**src/rtl/epq_pkg.sv**
```systemverilog
// Package for the expiry priority queue: transaction types, mode and status codes,
// the per-cell operation codes and the default capacity.
// No dependencies.
`default_nettype none

package epq_pkg;

  localparam int unsigned CapacityDef = 16;

  localparam int unsigned IdW    = 16;
  localparam int unsigned KeyW   = 20;
  localparam int unsigned CountW = 5;

  typedef enum logic [2:0] {
    MODE_PRIO   = 3'd0,
    MODE_TAIL   = 3'd1,
    MODE_POP    = 3'd2,
    MODE_REMOVE = 3'd3,
    MODE_QUERY  = 3'd4
  } mode_e;

  typedef enum logic [1:0] {
    STATUS_DONE = 2'd0,
    STATUS_MISS = 2'd1,
    STATUS_FULL = 2'd2
  } status_e;

  typedef enum logic [1:0] {
    SEARCH_KEY  = 2'd0,
    SEARCH_FREE = 2'd1,
    SEARCH_ID   = 2'd2,
    SEARCH_HEAD = 2'd3
  } search_e;

  typedef enum logic [1:0] {
    OP_HOLD  = 2'd0,
    OP_LOAD  = 2'd1,
    OP_LEFT  = 2'd2,
    OP_RIGHT = 2'd3
  } cell_op_e;

  typedef struct packed {
    logic [2:0]      mode;
    logic [IdW-1:0]  item_id;
    logic [KeyW-1:0] expiry_minutes;
  } in_t;

  typedef struct packed {
    logic [1:0]        status;
    logic [IdW-1:0]    out_id;
    logic [KeyW-1:0]   out_expiry;
    logic              present;
    logic [CountW-1:0] entry_count;
  } out_t;

  typedef struct packed {
    logic [IdW-1:0]  id;
    logic [KeyW-1:0] key;
  } entry_t;

  typedef struct packed {
    search_e search;
    entry_t  ent;
  } cell_cmd_t;

endpackage

`default_nettype wire

```
**src/rtl/expiry_priority_queue_unit.sv**
```systemverilog
// Top level of the expiry priority queue: a chain of epq_cell slots, the
// occupancy count and the result register. Depends on epq_pkg and epq_cell.
//
// The queue takes one transaction per clock and returns its result in the next
// cycle from a result register; it keeps taking one transaction per clock as
// long as the result side is not stalled. Every slot compares its own entry
// with the request in the same cycle, a parallel prefix over the per-slot
// flags finds the first hit, and each slot then holds, loads the new entry or
// takes its left or right neighbor, so inserts, pops and removals all finish
// in that same cycle. Slots at or above the count hold no valid entry; after
// reset the queue is empty and ready at once.
`default_nettype none

module expiry_priority_queue_unit import epq_pkg::*; #(
  parameter int unsigned CAPACITY = CapacityDef
) (
  input  wire logic clk_i,
  input  wire logic rst_ni,
  input  wire logic in_valid_i,
  output logic      in_stall_o,
  input  wire in_t  in_data_i,
  output logic      out_valid_o,
  input  wire logic out_stall_i,
  output out_t      out_data_o
);

  localparam int unsigned CW = $clog2(CAPACITY + 1);

  logic [CW-1:0]       count_q, count_d;
  logic                out_valid_q;
  out_t                out_q, out_d;
  logic                accept;
  logic                full;
  logic                found;
  logic                is_insert, is_remove;
  cell_cmd_t           cmd;
  logic [CAPACITY-1:0] valid, cand, lt, le, at;
  entry_t              ent [CAPACITY];
  cell_op_e            op  [CAPACITY];
  entry_t              removed;

  assign in_stall_o = out_valid_q && out_stall_i;
  assign accept     = in_valid_i && !in_stall_o;
  assign full       = (count_q == CW'(CAPACITY));
  assign found      = |cand;

  always_comb begin
    cmd.ent.id  = in_data_i.item_id;
    cmd.ent.key = in_data_i.expiry_minutes;
    is_insert   = 1'b0;
    is_remove   = 1'b0;
    unique case (in_data_i.mode)
      MODE_PRIO: begin
        cmd.search = SEARCH_KEY;
        is_insert  = 1'b1;
      end
      MODE_TAIL: begin
        cmd.search = SEARCH_FREE;
        is_insert  = 1'b1;
      end
      MODE_POP: begin
        cmd.search = SEARCH_HEAD;
        is_remove  = 1'b1;
      end
      MODE_REMOVE: begin
        cmd.search = SEARCH_ID;
        is_remove  = 1'b1;
      end
      MODE_QUERY: cmd.search = SEARCH_ID;
      default:    cmd.search = SEARCH_FREE;
    endcase
  end

  for (genvar i = 0; i < CAPACITY; i++) begin : g_cell
    assign valid[i] = (CW'(i) < count_q);

    if (i == 0) begin : g_first
      assign lt[i] = 1'b0;
    end else begin : g_rest
      assign lt[i] = |cand[i-1:0];
    end
    assign le[i] = lt[i] | cand[i];
    assign at[i] = cand[i] & ~lt[i];

    always_comb begin
      op[i] = OP_HOLD;
      if (accept && is_insert && !full) begin
        if (at[i]) begin
          op[i] = OP_LOAD;
        end else if (lt[i]) begin
          op[i] = OP_LEFT;
        end
      end else if (accept && is_remove && found && le[i]) begin
        op[i] = OP_RIGHT;
      end
    end

    epq_cell #(
      .IsHead (i == 0)
    ) u_cell (
      .clk_i   (clk_i),
      .valid_i (valid[i]),
      .cmd_i   (cmd),
      .op_i    (op[i]),
      .left_i  ((i == 0) ? cmd.ent : ent[(i == 0) ? 0 : i - 1]),
      .right_i ((i == CAPACITY - 1) ? ent[i] : ent[(i == CAPACITY - 1) ? i : i + 1]),
      .entry_o (ent[i]),
      .cand_o  (cand[i])
    );
  end

  always_comb begin
    removed = '0;
    for (int unsigned i = 0; i < CAPACITY; i++) begin
      if (at[i]) begin
        removed = entry_t'(removed | ent[i]);
      end
    end
  end

  always_comb begin
    count_d         = count_q;
    out_d.status    = STATUS_DONE;
    out_d.out_id    = '0;
    out_d.out_expiry = '0;
    out_d.present   = 1'b0;
    if (is_insert) begin
      if (full) begin
        out_d.status = STATUS_FULL;
      end else begin
        count_d = count_q + CW'(1);
      end
    end else if (is_remove) begin
      if (found) begin
        count_d          = count_q - CW'(1);
        out_d.out_id     = removed.id;
        out_d.out_expiry = removed.key;
        out_d.present    = (in_data_i.mode == MODE_REMOVE);
      end else begin
        out_d.status = STATUS_MISS;
      end
    end else if (in_data_i.mode == MODE_QUERY) begin
      if (found) begin
        out_d.present = 1'b1;
      end else begin
        out_d.status = STATUS_MISS;
      end
    end
    out_d.entry_count = CountW'(count_d);
  end

  always_ff @(posedge clk_i or negedge rst_ni) begin
    if (!rst_ni) begin
      count_q     <= '0;
      out_valid_q <= 1'b0;
    end else begin
      if (accept) begin
        count_q     <= count_d;
        out_valid_q <= 1'b1;
      end else if (!out_stall_i) begin
        out_valid_q <= 1'b0;
      end
    end
  end

  always_ff @(posedge clk_i) begin
    if (accept) begin
      out_q <= out_d;
    end
  end

  assign out_valid_o = out_valid_q;
  assign out_data_o  = out_q;

endmodule

`default_nettype wire

```
**src/rtl/epq_cell.sv**
```systemverilog
// One queue slot: holds an entry, flags whether it is the search target,
// and loads, holds or takes its neighbor's entry. Depends on epq_pkg.
`default_nettype none

module epq_cell import epq_pkg::*; #(
  parameter bit IsHead = 1'b0
) (
  input  wire logic      clk_i,
  input  wire logic      valid_i,
  input  wire cell_cmd_t cmd_i,
  input  wire cell_op_e  op_i,
  input  wire entry_t    left_i,
  input  wire entry_t    right_i,
  output entry_t         entry_o,
  output logic           cand_o
);

  entry_t entry_q, entry_d;

  always_comb begin
    unique case (cmd_i.search)
      SEARCH_KEY: begin
        if (IsHead) begin
          cand_o = !valid_i || (entry_q.key > cmd_i.ent.key);
        end else begin
          cand_o = !valid_i || (entry_q.key >= cmd_i.ent.key);
        end
      end
      SEARCH_FREE: cand_o = !valid_i;
      SEARCH_ID:   cand_o = valid_i && (entry_q.id == cmd_i.ent.id);
      SEARCH_HEAD: cand_o = IsHead && valid_i;
      default:     cand_o = 1'b0;
    endcase
  end

  always_comb begin
    unique case (op_i)
      OP_HOLD:  entry_d = entry_q;
      OP_LOAD:  entry_d = cmd_i.ent;
      OP_LEFT:  entry_d = left_i;
      OP_RIGHT: entry_d = right_i;
      default:  entry_d = entry_q;
    endcase
  end

  always_ff @(posedge clk_i) begin
    entry_q <= entry_d;
  end

  assign entry_o = entry_q;

endmodule

`default_nettype wire

```
**config.mk**
```make
export PLATFORM = sky130hd
export DESIGN_NAME = expiry_priority_queue_unit
export DESIGN_NICKNAME = d
export VERILOG_FILES = /design/src/rtl/epq_pkg.sv /design/src/rtl/expiry_priority_queue_unit.sv /design/src/rtl/epq_cell.sv
export SDC_FILE = /design/constraint.sdc
export NUM_CORES = 2
export LEC_CHECK = 0
export ABC_CLOCK_PERIOD_IN_PS = 7500
export BUFFER_PORTS_ARGS = -buffer_cell sky130_fd_sc_hd__buf_4
export CORE_ASPECT_RATIO = 1.2
export CORE_MARGIN = 8
export CORE_UTILIZATION = 60
export DETAILED_ROUTE_END_ITERATION = 8
export HOLD_SLACK_MARGIN = 0.02
export PLACE_DENSITY = 0.85
export SYNTH_ARGS = -nofsm -noshare
export SYNTH_HDL_FRONTEND = slang
export SYNTH_SLANG_ARGS = --single-unit
```
**constraint.sdc**
```tcl
create_clock -name clk_i -period 7.5 [get_ports clk_i]
set_input_delay 1.5 -clock clk_i [delete_from_list [all_inputs] [get_ports clk_i]]
set_output_delay 1.5 -clock clk_i [all_outputs]
set_load 0.02 [all_outputs]
```
Word-level counts from Yosys, hierarchy flattened
Cells that the tools add are included.
W data, S select, Z words.
{"block": "classes", "order_cmp": 32, "n_mux": 129, "bitwise": 62, "reduce_logical": 111, "eq_ne": 73, "addsub": 2}
{"operator": "$pmux W36 S3", "n": 14}
{"operator": "$mux W36", "n": 16}
{"operator": "$or A36 B36 Y36", "n": 15}
{"operator": "$ge A20 B20 Y1", "n": 15}
{"operator": "$eq A16 B16 Y1", "n": 16}
{"operator": "$pmux W36 S2", "n": 2}
{"operator": "$mux W2", "n": 66}
{"operator": "$eq A2 B2 Y1 const B", "n": 34}
{"operator": "$pmux W1 S4", "n": 16}
{"operator": "$lt A4 B5 Y1 const A", "n": 8}
{"operator": "$logic_and A1 B1 Y1", "n": 38}
{"operator": "$eq A2 B1 Y1 const B", "n": 17}
{"operator": "$logic_not A2 Y1", "n": 17}
{"operator": "$gt A20 B20 Y1", "n": 1}
{"operator": "$lt A3 B5 Y1 const A", "n": 4}
{"operator": "$mux W5", "n": 4}
{"operator": "$logic_not A1 Y1", "n": 18}
{"operator": "$not A1 Y1", "n": 17}
{"operator": "$logic_or A1 B1 Y1", "n": 16}
{"operator": "$reduce_or A16 Y1", "n": 1}
{"operator": "$and A1 B1 Y1", "n": 15}
{"operator": "$or A1 B1 Y1", "n": 15}
{"operator": "$reduce_or A15 Y1", "n": 1}
{"operator": "$reduce_or A14 Y1", "n": 1}
{"operator": "24 further kinds", "n": 42}
{"block": "word_totals", "in_bits": 43, "ff_bits": 626, "out_inout_bits": 46}

Logic depth before layout (Yosys ltp)
{"block": "logic_depth", "word_depth": 36, "ltp_mapped": 21}

Modules after synthesis
From an unflattened synthesis, not the netlist that was laid out.
{"block": "hier_totals", "hier_cells": 4867, "hier_area_um2": 46876.2}
{"mod": "epq_cell at g_cell[10].u_cell ...", "seq_area_each_um2": 1081.0, "cells_per_inst": 250, "area_each_um2": 2498.6, "instances": 15}
{"mod": "expiry_priority_queue_unit", "seq_area_each_um2": 1471.4, "cells_per_inst": 864, "area_each_um2": 6859.1, "instances": 1}
{"mod": "epq_cell at g_cell[0].u_cell", "seq_area_each_um2": 1081.0, "cells_per_inst": 253, "area_each_um2": 2537.4, "instances": 1}

Worst setup path after synthesis
OpenSTA, ideal clock, no wires.
{"block": "synth_timing", "path_kind": "in2reg", "startpoint": "input port in_data_i[11] (netlist bit)", "endpoint": "register g_cell[12].u_cell.entry_q, in the netlist g_cell[12].u_cell.entry_o[0] (enable)", "path_slack_ns": 0.212, "path_stages": 14, "arrival_time_ns": 6.847, "setup_time_ns": 0.441, "required_time_ns": 7.059, "path_cell_list": "inv_1 -> clkbuf_1 -> ha_1 -> nand4_1 -> or4_1 -> o32a_1 -> a211oi_1 -> a211oi_1 -> and2_1 -> a21boi_1 -> buf_2 -> nor2_1 -> clkbuf_1 -> a21oi_1"}
{"block": "synth_via", "elab_chain_cells": 9, "elab_cells_between_ends": 60, "cone_classes": "order compare: 16; mux: 20; bitwise: 3; reduce/logical: 21"}
{"element": "start, declared", "line": "expiry_priority_queue_unit.sv:21", "rtl": "input wire in_t in_data_i,"}
{"element": "$gt A20 B20 Y1 / $ge A20 B20 Y1 (equally long branches)", "line": "epq_cell.sv:24, epq_cell.sv:26"}
{"element": "$logic_or A1 B1 Y1, on equally long branches", "line": "epq_cell.sv:24, epq_cell.sv:26"}
{"element": "$pmux W1 S4", "line": "epq_cell.sv:21", "rtl": "unique case (cmd_i.search)"}
{"element": "$reduce_or A12 Y1 / $reduce_or A16 Y1 (equally long branches)", "line": "expiry_priority_queue_unit.sv:80, expiry_priority_queue_unit.sv:45"}
{"element": "$or A1 B1 Y1, or another cell as far along", "line": "expiry_priority_queue_unit.sv:82", "rtl": "assign le[i] = lt[i] | cand[i];"}
{"element": "$logic_and A1 B1 Y1 / $and A1 B1 Y1 (equally long branches)", "line": "expiry_priority_queue_unit.sv:93, expiry_priority_queue_unit.sv:83"}
{"element": "$mux W2, on equally long branches", "line": "expiry_priority_queue_unit.sv:93, expiry_priority_queue_unit.sv:88"}
{"element": "$mux W2 (*)", "line": "expiry_priority_queue_unit.sv:87", "rtl": "if (accept && is_insert && !full) begin"}
{"element": "$logic_not A2 Y1 (*)", "line": "epq_cell.sv:37", "rtl": "unique case (op_i)"}
{"element": "end signal, assigned", "line": "epq_cell.sv:47", "rtl": "entry_q <= entry_d;"}
{"element": "end, declared", "line": "epq_cell.sv:18", "rtl": "entry_t entry_q, entry_d;"}
Mark *: on every way between the ends. The rest lies on a longest branch, timed or not.
A chain may end at the register's enable or synchronous reset.

Final worst setup path
{"block": "layout_timing", "startpoint": "input port in_data_i[38] (netlist bit)", "endpoint": "register out_q, in the netlist out_data_o[36], data pin"}
{"block": "layout_via", "elab_chain_cells": 36, "elab_cells_between_ends": 110, "cone_classes": "eq/ne: 7; mux: 35; bitwise: 47; reduce/logical: 21"}
{"element": "$eq A3 B2 Y1 / $eq A3 B3 Y1 (equally long branches)", "line": "expiry_priority_queue_unit.sv:52", "rtl": "unique case (in_data_i.mode)"}
{"element": "$reduce_or A2 Y1 (no line)"}
{"element": "$pmux W2 S3", "line": "expiry_priority_queue_unit.sv:52"}
{"element": "$eq A2 B2 Y1, or another cell as far along", "line": "epq_cell.sv:21"}
{"element": "$pmux W1 S4", "line": "epq_cell.sv:21"}
{"element": "$mux W36 / $not A1 Y1 (equally long branches)", "line": "expiry_priority_queue_unit.sv:115, expiry_priority_queue_unit.sv:83"}
{"element": "$or A36 B36 Y36 / $and A1 B1 Y1 (equally long branches)", "line": "expiry_priority_queue_unit.sv:116, expiry_priority_queue_unit.sv:83"}
{"element": "$mux W36", "line": "expiry_priority_queue_unit.sv:115", "rtl": "if (at[i]) begin"}
{"element": "[... 20 more ...]"}
{"element": "$or A36 B36 Y36", "line": "expiry_priority_queue_unit.sv:116", "rtl": "removed = entry_t'(removed | ent[i]);"}
{"element": "$mux W36", "line": "expiry_priority_queue_unit.sv:115"}
{"element": "$or A36 B36 Y36", "line": "expiry_priority_queue_unit.sv:116"}
{"element": "$mux W36", "line": "expiry_priority_queue_unit.sv:115"}
{"element": "$or A36 B36 Y36", "line": "expiry_priority_queue_unit.sv:116"}
{"element": "$mux W36", "line": "expiry_priority_queue_unit.sv:115"}
{"element": "$or A36 B36 Y36", "line": "expiry_priority_queue_unit.sv:116"}
{"element": "$mux W36", "line": "expiry_priority_queue_unit.sv:115"}
{"element": "end signal, assigned", "line": "expiry_priority_queue_unit.sv:168", "rtl": "out_q <= out_d;"}
{"element": "end, declared", "line": "expiry_priority_queue_unit.sv:31", "rtl": "out_t out_q, out_d;"}
Parallel ways exist; a longest one is shown, timed or not.

==> impl_metrics.yaml <==
cts:
  cts_buffers: 71
  cts_max_level: 3
  cts_sinks: 626
  cts_resized: 0
  clk_latency_ns: 0.66
  clock_path_buffers: 3
  clockRootBuffer: "clkbuf_16"
  path_clk_slew_ns: 0.06
  postCtsHoldBufs: 0
  postCtsSetupBuffers: 0
  cts_tree: "done"
power:
  p_seq_share_pct: 39.3
  p_sw_share_pct: 35.84
  pwr-share-comb_pct: 30.5
  internal-power_w: 0.007433
  power_density_nw_per_um2: 223.7
  p_sw_w: 0.004153
  p_leak_nw: 20.50
  peakVddDrop_uv: 218.3
  fin_total_pwr_w: 0.01159
  clkPwrFrac_pct: 30.2
detailed_routing:
  vias: 40275
  drt-initial-drc-count: 6605
  top_layer: "met5"
  via_per_inst: 7.469
  postRouteAntennaNets: 0
  firstDrtPassIters: 9
  totalWireLength_um: 172300
  wl_met3_um: 19850
  dr_wl_met2_um: 75580
  wl_met1_um: 57650
  drc_errors: 3
  post_drt_wl_per_cell_um: 31.95
timing:
  fin_skew_ns: 0.03445
  setup_viol: 0
  tns_ns: 0
  relSlewSlack_pct: -0.4378
  hold_viol: 0
  worst_hold_slack_ns: 0.5289
  min_period_ns: 7.068
  fmax_mhz: 141.5
  tightest_slew_ns: 1.501
  rsz0062_at_grt: "no"
  min_period_over_period_pct: 94.24
  slew_viol_final: 4
global_routing:
  grt_max_degree: 49
  overflow: 0
  grt_usage_pct: 38.09
  grt_pass1_wl_um: 255000
  grt_pass1_vias: 39284
  antenna_found_initial: 11
place:
  dp.cells: 5261
  place.gp.congestion: 1.045
  portBuffers: 88
  dp_hpwl_um: 121500
final_layout:
  final_common_cell: "edfxtp_1"
  area_delta_synth_final_pct: 9.986
  layout_common_cells: "620 x edfxtp_1, 480 x mux2i_1, 427 x mux2_2"
  stdcell_count: 5392
  drive_gt1_share_pct: 20.02
  nNetsFinal: 4676
floorplan:
  dieArea_um2: 87730
  core_area_um2: 77770
  die_x_um: 271.7
  dieHeight_um: 322.9
  row_count: 112
  ios: 89
  initial_utilization_pct: 60.54
yosys:
  synth_seq_area_share_pct: 39.86
  ys_ff_latch: 626
  syn-cell-area_um2: 47090
  ys_types: 94
  synth_nets: 4672
  syn_avg_cell_area_um2: 10.94
  synth_async_sr_flop_share_pct: 0.9585
  synth_edf_count: 620
  synthCells: 4305
  synthFlopType: "edfxtp_1"
  ys_warn_count: 0
setup_path:
  cpPeakStageDelay_ns: 0.91
  startpoint_type: "input port"
  cp.arrival_ns: 7.45
  critPathSlowestCell: "a21oi_1"
  r2r_slack_ns: 0.94
  cp_cell_sequence: "buf_4 -> buf_4 -> and2_1 -> or2_2 -> a21oi_1 -> o21ai_0 -> o31a_1 -> buf_4 -> a221oi_1 -> and4_1 -> buf_4 -> nand3_1 -> and4_1 -> a31oi_1"
  critPathKind: "input port to register"
  cp_max_fo: 31
  critPathRequiredTime_ns: 7.88
  crit_top_cell: "buf_4"
  cp-end-kind: "register"
min_path:
  min_path_type: "register to register"
status:
  status: "finished, violations left"
  violations: "design-rule violations, max-capacitance violations, max-slew violations"
run:
  cap_violations: 1
flip-flops by register name, indices dropped and copies added (netlist names):
name,count
count_q,5
out_valid_o,1
out_data_o,44
g_cell.u_cell.entry_o,576
critical path: cells and delay by family:
family | cells | cell delay [ns]
AOI/OAI and AO/OA | 5 | 2.77
and+or+nand+nor | 5 | 2.08
buffers and inverters | 4 | 1.05
power groups by stage:
stage | combinational (W) | clock (W) | sequential [W]
after floorplan | 0.00211 | 0 | 0.00446
after global placement | 0.00319 | 0 | 0.00460
after detailed placement | 0.00329 | 0 | 0.00461
after CTS | 0.00331 | 0.00350 | 0.00454
after global routing | 0.00368 | 0.00363 | 0.00457
final | 0.00353 | 0.00350 | 0.00456
cells in the mapped netlist, types with 83 or more instances:
cell      count  area, um2
clkbuf_1    222      833.3
mux2_2      427       4808
nor2_1      144      540.5
buf_2        86      430.4
nand2_1     226      848.3
ha_1        324       4054
nor3_1      117      585.6
xor2_1      142       1244
o21ai_0     116      580.6
a31oi_1      83      519.3
inv_1        86      322.8
edfxtp_1    620      18620
nand3_1     185      925.9
a21oi_1     150      750.7
mux2i_1     480       4805
xnor2_1     119       1042
through the flow:
step | worst slack (ns) | cell area, um2 | utilization, %
6_report | 0.4321 | 51790 | 66.59
5_1_grt | 0.5494 | 51770 | 66.57
4_1_cts | 1.480 | 51750 | 66.54
3_5_place_dp | 0.8268 | 49520 | 63.67
3_3_place_gp | 0.8930 | 49520 | 63.67
2_1_floorplan | 0.2119 | 47090 | -
path summary, 6_finish.rpt:
kind,from,to,cells after the start
max,in_data_i[38],out_data_o[36],14
min,out_valid_o,out_valid_o,2
max reg2reg,count_q[4],out_data_o[36],11
min reg2reg,out_valid_o,out_valid_o,2
max in group asynchronous,rst_ni,out_valid_o,1
min in group asynchronous,rst_ni,count_q[1],1
layer usage:
metal  vias up  global-route usage (%)
li1      16703                       -
met1     19180                   44.08
met2      3413                   58.72
met3       973                   9.419
met4         6                   33.57
met5         -                       0
final cells by class:
cell class | instances | area [um2]
repair buffers | 266 | 2142
inverters | 87 | 326.6
flip-flops and latches | 626 | 18770
diodes | 5 | 12.51
clock inverters | 31 | 255.2
multi-input cells | 3257 | 27020
fillers | 5900 | 25990
well taps | 1026 | 1284
clock buffers | 94 | 1978
cell families (layout without fill, tap and decap cells):
family | count (synthesis) | count (layout) | share of synthesized area, %
flip-flops | 626 | 626 | 39.86
AND/OR/NAND/NOR | 976 | 976 | 10.65
buffers and inverters | 422 | 478 | 3.736
adder cells (fa/ha/maj) | 324 | 324 | 8.610
XOR/XNOR | 261 | 261 | 4.855
AO/OA/AOI/OAI | 781 | 781 | 11.68
other | 0 | 5 | 0
multiplexers | 915 | 915 | 20.61
Power figures use the tool's default switching activity.
